===== src/hdl/tmt_pkg.sv =====
// Shared constants, types and helper functions of the tile transpose engine.
package tmt_pkg;

   localparam int unsigned MaxTile  = 8;
   localparam int unsigned Lanes    = 8;
   localparam int unsigned ElemBits = 32;
   localparam int unsigned RowBits  = $clog2(Lanes);
   localparam int unsigned CntBits  = $clog2(MaxTile + 1);
   localparam int unsigned ModeBits = 2;

   localparam logic [ModeBits-1:0] ModeByte = 2'd0;
   localparam logic [ModeBits-1:0] ModeHalf = 2'd1;
   localparam logic [ModeBits-1:0] ModeWord = 2'd2;

   typedef logic [ElemBits-1:0]             elem_type;
   typedef elem_type [Lanes-1:0]            lane_vec_type;
   typedef logic [CntBits-1:0]              cnt_type;
   typedef logic [ModeBits-1:0]             mode_type;

   // Commands from the controller to the datapath.
   typedef struct packed {
      logic                load;
      logic [RowBits-1:0]  row_idx;
      logic                step;
      logic                last;
      cnt_type             drain_rows;
      mode_type            mode;
   } cmd_type;

   function automatic cnt_type tile_size(input mode_type mode);
      cnt_type t;
      t = (mode == ModeByte) ? cnt_type'(8) : cnt_type'(4);
      if (t > cnt_type'(MaxTile)) begin
         t = cnt_type'(MaxTile);
      end
      return t;
   endfunction

   function automatic elem_type elem_mask(input mode_type mode);
      elem_type m;
      case (mode)
         ModeByte: begin
            m = elem_type'(8'hFF);
         end
         ModeHalf: begin
            m = elem_type'(16'hFFFF);
         end
         default: begin
            m = '1;
         end
      endcase
      return m;
   endfunction

endpackage


===== src/hdl/tmt_ctrl.sv =====
// Controller: row counting, tile close detection and column drain sequencing.
module tmt_ctrl (
   input  logic                 clock,
   input  logic                 reset,
   input  logic                 start,
   input  logic [3:0]           valid_cols,
   input  logic                 last_row,
   input  logic                 csr_write,
   input  tmt_pkg::mode_type    csr_mode,
   output logic                 busy,
   output tmt_pkg::cmd_type     cmd
);

   localparam logic StIdle  = 1'b0;
   localparam logic StDrain = 1'b1;

   logic               state_ff, state_in;
   tmt_pkg::mode_type  mode_ff, mode_in;
   tmt_pkg::cnt_type   rows_ff, rows_in;
   tmt_pkg::cnt_type   ncols_ff, ncols_in;
   tmt_pkg::cnt_type   col_ff, col_in;
   tmt_pkg::cnt_type   drain_rows_ff, drain_rows_in;

   tmt_pkg::cnt_type   tsize;
   tmt_pkg::cnt_type   vc;
   tmt_pkg::cnt_type   rows_next;
   logic               accept;
   logic               close;
   logic               last_col;

   assign busy      = (state_ff == StDrain);
   assign accept    = start && !busy;
   assign tsize     = tmt_pkg::tile_size(mode_ff);
   assign rows_next = rows_ff + tmt_pkg::cnt_type'(1);
   assign close     = last_row || (rows_next >= tsize);
   assign last_col  = (col_ff == ncols_ff - tmt_pkg::cnt_type'(1));

   always_comb begin
      vc = (valid_cols == 4'd0) ? tmt_pkg::cnt_type'(1) : tmt_pkg::cnt_type'(valid_cols);
      if (vc > tsize) begin
         vc = tsize;
      end
   end

   always_comb begin
      state_in      = state_ff;
      mode_in       = mode_ff;
      rows_in       = rows_ff;
      ncols_in      = ncols_ff;
      col_in        = col_ff;
      drain_rows_in = drain_rows_ff;
      case (state_ff)
         StIdle: begin
            if (accept) begin
               if (close) begin
                  state_in      = StDrain;
                  ncols_in      = vc;
                  col_in        = '0;
                  drain_rows_in = rows_next;
                  rows_in       = '0;
               end else begin
                  rows_in = rows_next;
               end
            end
         end
         StDrain: begin
            col_in = col_ff + tmt_pkg::cnt_type'(1);
            if (last_col) begin
               state_in = StIdle;
            end
         end
         default: begin
            state_in = StIdle;
         end
      endcase
      // A mode write discards any partly filled tile.
      if (csr_write) begin
         mode_in = csr_mode;
         rows_in = '0;
      end
   end

   always_ff @(posedge clock) begin
      if (reset) begin
         state_ff      <= StIdle;
         mode_ff       <= tmt_pkg::ModeByte;
         rows_ff       <= '0;
         ncols_ff      <= '0;
         col_ff        <= '0;
         drain_rows_ff <= '0;
      end else begin
         state_ff      <= state_in;
         mode_ff       <= mode_in;
         rows_ff       <= rows_in;
         ncols_ff      <= ncols_in;
         col_ff        <= col_in;
         drain_rows_ff <= drain_rows_in;
      end
   end

   always_comb begin
      cmd.load       = accept;
      cmd.row_idx    = rows_ff[tmt_pkg::RowBits-1:0];
      cmd.step       = busy;
      cmd.last       = busy && last_col;
      cmd.drain_rows = drain_rows_ff;
      cmd.mode       = mode_ff;
   end

endmodule


===== src/hdl/tmt_data.sv =====
// Datapath: tile row registers with column shift-out and the result register.
module tmt_data (
   input  logic                   clock,
   input  logic                   reset,
   input  tmt_pkg::cmd_type       cmd,
   input  tmt_pkg::lane_vec_type  lanes,
   output tmt_pkg::lane_vec_type  out_lanes,
   output logic                   out_valid,
   output logic                   out_last
);

   tmt_pkg::lane_vec_type  row_ff [tmt_pkg::Lanes];
   tmt_pkg::lane_vec_type  out_lanes_ff;
   logic                   out_valid_ff;
   logic                   out_last_ff;
   tmt_pkg::elem_type      mask;

   assign mask = tmt_pkg::elem_mask(cmd.mode);

   // Each row shifts toward element 0 while draining, so the head of
   // every row always holds the current column.
   always_ff @(posedge clock) begin
      for (int r = 0; r < tmt_pkg::Lanes; r++) begin
         if (cmd.load && (cmd.row_idx == tmt_pkg::RowBits'(r))) begin
            for (int k = 0; k < tmt_pkg::Lanes; k++) begin
               row_ff[r][k] <= lanes[k] & mask;
            end
         end else if (cmd.step) begin
            for (int k = 0; k < tmt_pkg::Lanes - 1; k++) begin
               row_ff[r][k] <= row_ff[r][k+1];
            end
         end
      end
   end

   always_ff @(posedge clock) begin
      if (cmd.step) begin
         for (int j = 0; j < tmt_pkg::Lanes; j++) begin
            out_lanes_ff[j] <= (tmt_pkg::cnt_type'(j) < cmd.drain_rows) ? row_ff[j][0] : '0;
         end
      end
      out_last_ff <= cmd.last;
   end

   always_ff @(posedge clock) begin
      if (reset) begin
         out_valid_ff <= 1'b0;
      end else begin
         out_valid_ff <= cmd.step;
      end
   end

   assign out_lanes = out_lanes_ff;
   assign out_valid = out_valid_ff;
   assign out_last  = out_last_ff;

endmodule


===== src/hdl/tiled_matrix_transpose.sv =====
// Top level of the tile transpose engine: ports, controller and datapath.
//
//   Channel   Handshake              Carries
//   req_      start / busy           one tile row: eight lanes, column count, last flag
//   rsp_      rsp_valid strobe       one transposed column and its last-column flag
//   csr_      csr_valid / csr_ready  element mode
//
// A row that closes a tile starts a drain of one column per cycle, and the block
// stays busy until all of the tile's valid columns have been drained.
// Each result sits on the rsp_ ports for one cycle after the column leaves the
// tile registers. Reset is synchronous and leaves an empty tile in 8-bit mode.
// The receiver cannot stall: results are strobed out unconditionally.
module tiled_matrix_transpose (
   input  logic        clock,
   input  logic        reset,
   input  logic        start,
   output logic        busy,
   input  logic [31:0] req_lane0,
   input  logic [31:0] req_lane1,
   input  logic [31:0] req_lane2,
   input  logic [31:0] req_lane3,
   input  logic [31:0] req_lane4,
   input  logic [31:0] req_lane5,
   input  logic [31:0] req_lane6,
   input  logic [31:0] req_lane7,
   input  logic [3:0]  req_valid_cols,
   input  logic        req_last_row,
   output logic        rsp_valid,
   output logic [31:0] rsp_out_lane0,
   output logic [31:0] rsp_out_lane1,
   output logic [31:0] rsp_out_lane2,
   output logic [31:0] rsp_out_lane3,
   output logic [31:0] rsp_out_lane4,
   output logic [31:0] rsp_out_lane5,
   output logic [31:0] rsp_out_lane6,
   output logic [31:0] rsp_out_lane7,
   output logic        rsp_last_col,
   input  logic        csr_valid,
   output logic        csr_ready,
   input  logic [1:0]  csr_element_mode
);

   tmt_pkg::cmd_type       cmd;
   tmt_pkg::lane_vec_type  lanes;
   tmt_pkg::lane_vec_type  out_lanes;
   logic                   csr_write;

   // Users send mode writes only while idle (unchecked); the port is always open.
   assign csr_ready = 1'b1;
   assign csr_write = csr_valid && csr_ready;

   assign lanes[0] = req_lane0;
   assign lanes[1] = req_lane1;
   assign lanes[2] = req_lane2;
   assign lanes[3] = req_lane3;
   assign lanes[4] = req_lane4;
   assign lanes[5] = req_lane5;
   assign lanes[6] = req_lane6;
   assign lanes[7] = req_lane7;

   tmt_ctrl u_ctrl (
      .clock      (clock),
      .reset      (reset),
      .start      (start),
      .valid_cols (req_valid_cols),
      .last_row   (req_last_row),
      .csr_write  (csr_write),
      .csr_mode   (csr_element_mode),
      .busy       (busy),
      .cmd        (cmd)
   );

   tmt_data u_data (
      .clock     (clock),
      .reset     (reset),
      .cmd       (cmd),
      .lanes     (lanes),
      .out_lanes (out_lanes),
      .out_valid (rsp_valid),
      .out_last  (rsp_last_col)
   );

   assign rsp_out_lane0 = out_lanes[0];
   assign rsp_out_lane1 = out_lanes[1];
   assign rsp_out_lane2 = out_lanes[2];
   assign rsp_out_lane3 = out_lanes[3];
   assign rsp_out_lane4 = out_lanes[4];
   assign rsp_out_lane5 = out_lanes[5];
   assign rsp_out_lane6 = out_lanes[6];
   assign rsp_out_lane7 = out_lanes[7];

   // A result only ever follows a cycle of draining.
   a_rsp_after_busy: assert property (@(posedge clock) disable iff (reset)
      rsp_valid |-> $past(busy))
      else $error("result strobed without a drain cycle");

   // The last-column flag only rides on a strobed result.
   a_last_needs_valid: assert property (@(posedge clock) disable iff (reset)
      rsp_last_col |-> rsp_valid)
      else $error("last column flag without a result");

   // A row flagged as last always starts a drain.
   a_last_row_drains: assert property (@(posedge clock) disable iff (reset)
      (start && !busy && req_last_row) |=> busy)
      else $error("closing row did not start a drain");

   // Leaving the drain coincides with the final column leaving the tile.
   a_drain_end: assert property (@(posedge clock) disable iff (reset)
      $fell(busy) |-> rsp_last_col)
      else $error("drain ended without a final column");

endmodule

===== config.mk =====
export PLATFORM = sky130hd
export DESIGN_NAME = tiled_matrix_transpose
export DESIGN_NICKNAME = d
export VERILOG_FILES = /design/src/hdl/tmt_pkg.sv /design/src/hdl/tmt_ctrl.sv /design/src/hdl/tmt_data.sv /design/src/hdl/tiled_matrix_transpose.sv
export SDC_FILE = /design/constraint.sdc
export NUM_CORES = 2
export LEC_CHECK = 0
export BUFFER_PORTS_ARGS = -buffer_cell sky130_fd_sc_hd__clkbuf_2
export CORE_ASPECT_RATIO = 1.75
export CORE_MARGIN = 1.5
export CORE_UTILIZATION = 30
export DETAILED_ROUTE_END_ITERATION = 12
export GPL_TIMING_DRIVEN = 0
export PLACE_DENSITY = 0.57
export SYNTH_ARGS = -nofsm -noshare
export SYNTH_HDL_FRONTEND = slang
export SYNTH_SLANG_ARGS = --single-unit

===== constraint.sdc =====
create_clock -name clock -period 15.8 [get_ports clock]
set_input_delay 3.16 -clock clock [delete_from_list [all_inputs] [get_ports clock]]
set_output_delay 3.16 -clock clock [all_outputs]
set_load 0.01 [all_outputs]

==> impl_metrics.tcl <==
set metrics [dict create \
    core_um2 294600 \
    synthSimpleGateAreaFrac_pct 19.05 \
    drt_first_pass_iters 6 \
    synthXorXnorAreaFrac_pct 0.06910 \
    clock_latency_ns 0.89 \
    cts_hold_repair.buffers 0 \
    die_x_um 414.1 \
    die_h_um 722.4 \
    async_flop_share_pct 0 \
    cts_tree "built" \
    rsz0062_at_grt "no" \
    start_util_pct 30.11 \
    cp_cell_sequence "buf_2 -> nor2b_1 -> a21o_4 -> buf_16 -> buf_16 -> buf_16" \
    yosysWarningCount 0 \
    synthCells 6856 \
    placed_area_um2 97570 \
    cts_resized 0 \
    ys_types 48 \
    postCtsSetupBuffers 0 \
    cts_buffer_depth 4 \
    ant_nets 0 \
    num_vias 51230 \
    synth_edf_count 2304 \
    cp-end-kind "flip-flop" \
    max_freq_ghz 0.1929 \
    drt-total-wl_mm 284.3 \
    seqCellArea_um2 69610 \
    critical_path.endpoint "u_data.row_ff[0][280]$_DFFE_PP_" \
    cts.clk_slew.worst_paths_ns 0.07 \
    synth_top_family_by_area "simple AND/OR/NAND/NOR gates" \
    reg2reg_to "u_data.row_ff[0][280]$_DFFE_PP_" \
    fin_tns_setup_ns 0 \
    ys_ff_latch 2325 \
    rows 264 \
    nets 7911 \
    relSlewSlack_pct 19.45 \
    slowest_delay_ns 0.64 \
    cp_num_buf_inv 4 \
    skew_ns 0.06596 \
    synth_area_um2 88730 \
    synth-main-ff-cell "edfxtp_1" \
    r2r_setup_slack_ns 11.29 \
    antenna_found_initial 66 \
    ios 527 \
    gp_congestion 0.9349 \
    synth_seq_area_share_pct 78.45 \
    slowest_stage "a21o_4" \
    drive_gt1_share_pct 16.38 \
    hpwlAfterDp_mm 221.3 \
    ir_worst_vdd_mv 0.08752 \
    fin_crit_sh_pct 32.81 \
    worstSetupPathType "primary input to flip-flop" \
    reg2reg_from "u_ctrl.busy$_SDFF_PP0_" \
    drv_cap 0 \
    grt_pass1_vias 52320 \
    hold_path.class "flip-flop to flip-flop" \
    root_buffer "clkbuf_16" \
    drt_iter0_markers 4384 \
    p_leak_nw 43.59 \
    numCtsBuffers 197 \
    finalSetupViolCount 0 \
    postLayoutCellArea_um2 103900 \
    synthAdderAreaFrac_pct 0.1974 \
    cts.sinks 2325 \
    synth_compound_area_share_pct 0.3751 \
    status "complete, no violations" \
    drv_slew 0 \
    critPathMaxFanout 56 \
    cp.required_ns 16.30 \
    syn_nets 7137 \
    drc 0 \
    rr_worst_depth 7 \
    vias_per_cell 4.395 \
    multi_input_area_um2 17600 \
    die_area_um2 299200 \
    grt_max_degree 63 \
    crit_path_start "start" \
    area_growth_pct 17.10 \
    hold_viol_final 0 \
    cp.depth 6 \
    wl_per_cell_um 24.39 \
    period_minus_slack_ns 5.184 \
    muxShareOfSynthArea_pct 0.04512 \
    port_buffers 523 \
    fillers 28590 \
    crit_top_cell "buf_16" \
    overflow 0 \
    synth.avg_cell_area_um2 12.94 \
    grt_pass1_wl_mm 393.7 \
    worstMarginPinSlew_ns 1.208 \
    post-route-util_pct 35.26 \
    power.density_nw_per_um2 132.6 \
    cts_htree_levels 4 \
    cp_top_family "buffers and inverters" \
    grt_use_total_pct 18.57 \
    worst-endpoint-arrival_ns 5.68 \
    critPathLaunchType "primary input" \
]
synthesized netlist by cell type (2+ instances only):
| library cell | instances | share of area [%] |
|---|---|---|
| nand2_2 | 90 | 0.63 |
| a21oi_1 | 11 | 0.062 |
| buf_1 | 17 | 0.072 |
| xnor2_1 | 5 | 0.049 |
| nand3_1 | 8 | 0.045 |
| nor2b_1 | 235 | 1.7 |
| xor2_1 | 2 | 0.020 |
| nand2b_1 | 58 | 0.41 |
| mux2i_1 | 4 | 0.045 |
| a21o_1 | 5 | 0.042 |
| ha_1 | 14 | 0.20 |
| o21ai_0 | 5 | 0.028 |
| buf_2 | 244 | 1.4 |
| nor3_1 | 6 | 0.034 |
| clkbuf_1 | 41 | 0.17 |
| nand2_4 | 30 | 0.38 |
| a311oi_2 | 2 | 0.034 |
| buf_4 | 12 | 0.10 |
| nor2_1 | 9 | 0.038 |
| and2_1 | 50 | 0.35 |
| a211oi_2 | 2 | 0.028 |
| and3_1 | 6 | 0.042 |
| nand2_1 | 3638 | 15 |
| buf_6 | 4 | 0.051 |
| nor3_2 | 2 | 0.023 |
| a31o_2 | 3 | 0.030 |
| a22oi_1 | 2 | 0.017 |
| dfxtp_1 | 21 | 0.47 |
| inv_1 | 8 | 0.034 |
| edfxtp_1 | 2304 | 78 |
through the flow:
step	worst slack, ns	total power (W)	cells	hold WS (ns)
2_1_floorplan	3.485	0.008346	6856	0.4419
3_3_place_gp	-5.849	0.009095	11240	0.4529
3_5_place_dp	9.763	0.009050	11290	0.4656
4_1_cts	10.56	0.01387	11640	0.4688
5_1_grt	10.54	0.01418	11640	0.4909
6_report	10.62	0.01378	11660	0.4756
final cells by class:
class | instances | area share (%)
Multi-Input combinational cell | 4204 | 16.94
Clock buffer | 232 | 4.912
Tap cell | 3857 | 4.645
Buffer | 318 | 1.519
Clock inverter | 121 | 1.142
Sequential cell | 2325 | 67.00
Timing Repair Buffer | 575 | 3.779
Antenna cell | 15 | 0.03613
Inverter | 9 | 0.03251
metal layers:
metal	global-route usage, %	up-vias	part of all wire, %
li1	-	24480	-
met1	20.21	24370	37
met2	33.92	1747	51
met3	3.068	590	5.2
met4	10.74	46	6.5
met5	0	-	0.10
cell families after synthesis:
| family | after synthesis |
|---|---|
| mux | 4 |
| compound gates | 41 |
| flops | 2325 |
| simple gates | 4137 |
| xor+xnor | 7 |
| buf+inv | 327 |
| fa+ha+maj | 14 |
| other cells | 1 |
report_power, final:
part | leakage (nW) | switching (W) | internal, W
logic | 18.2 | 0.00103 | 0.000330
clock network | 3.05 | 0.00225 | 0.00265
registers | 22.4 | 0.000140 | 0.00739
sequential cells by signal, indices dropped and copies added (netlist names):
name	count
u_data.out_last	1
u_data.row_ff	2048
u_ctrl.col_ff	4
u_ctrl.busy	1
u_ctrl.mode_ff	2
u_ctrl.rows_ff	4
u_ctrl.ncols_ff	4
u_data.out_lanes	256
u_ctrl.drain_rows_ff	4
u_data.out_valid	1
worst register-to-register path, stage by stage (launching register included):
cell,delay [ns]
dfxtp_4,0.79
buf_4,0.50
buf_2,0.54
buf_2,0.49
a21o_4,0.60
buf_16,0.38
buf_16,0.29
buf_16,0.45
worst min path at each step:
stage | from | to | cells after the start
after global routing | u_ctrl.rows_ff[3]$_SDFFE_PP0P_ | u_ctrl.rows_ff[3]$_SDFFE_PP0P_ | 2
after detailed placement | u_ctrl.rows_ff[3]$_SDFFE_PP0P_ | u_ctrl.rows_ff[3]$_SDFFE_PP0P_ | 2
after CTS | u_data.row_ff[1][853]$_DFFE_PP_ | u_data.row_ff[1][821]$_DFFE_PP_ | 2
final | u_ctrl.rows_ff[3]$_SDFFE_PP0P_ | u_ctrl.rows_ff[3]$_SDFFE_PP0P_ | 2
after global placement | u_ctrl.rows_ff[3]$_SDFFE_PP0P_ | u_ctrl.rows_ff[3]$_SDFFE_PP0P_ | 2
after floorplan | u_ctrl.rows_ff[3]$_SDFFE_PP0P_ | u_ctrl.rows_ff[3]$_SDFFE_PP0P_ | 2
cells in the final DEF (no fill, tap or decap), types with 5 or more instances in the layout:
master	count
nor3_1	6
diode_2	15
buf_16	37
buf_12	13
o21ai_0	5
dfxtp_1	20
inv_6	7
clkinvlp_4	12
buf_2	244
clkinv_2	34
nand2b_1	58
nand2_4	30
buf_1	17
bufinv_16	20
nand2_2	90
clkbuf_1	71
nor2_1	8
a21o_4	5
clkbuf_16	199
clkinv_1	37
edfxtp_1	2304
and2_1	48
and3_2	6
nand2_1	3638
nand3_1	8
buf_4	12
ha_1	14
clkinv_4	9
clkbuf_2	526
nor2b_1	235
xnor2_1	5
inv_1	8
a21oi_1	9
(Power assumes the default switching activity.)
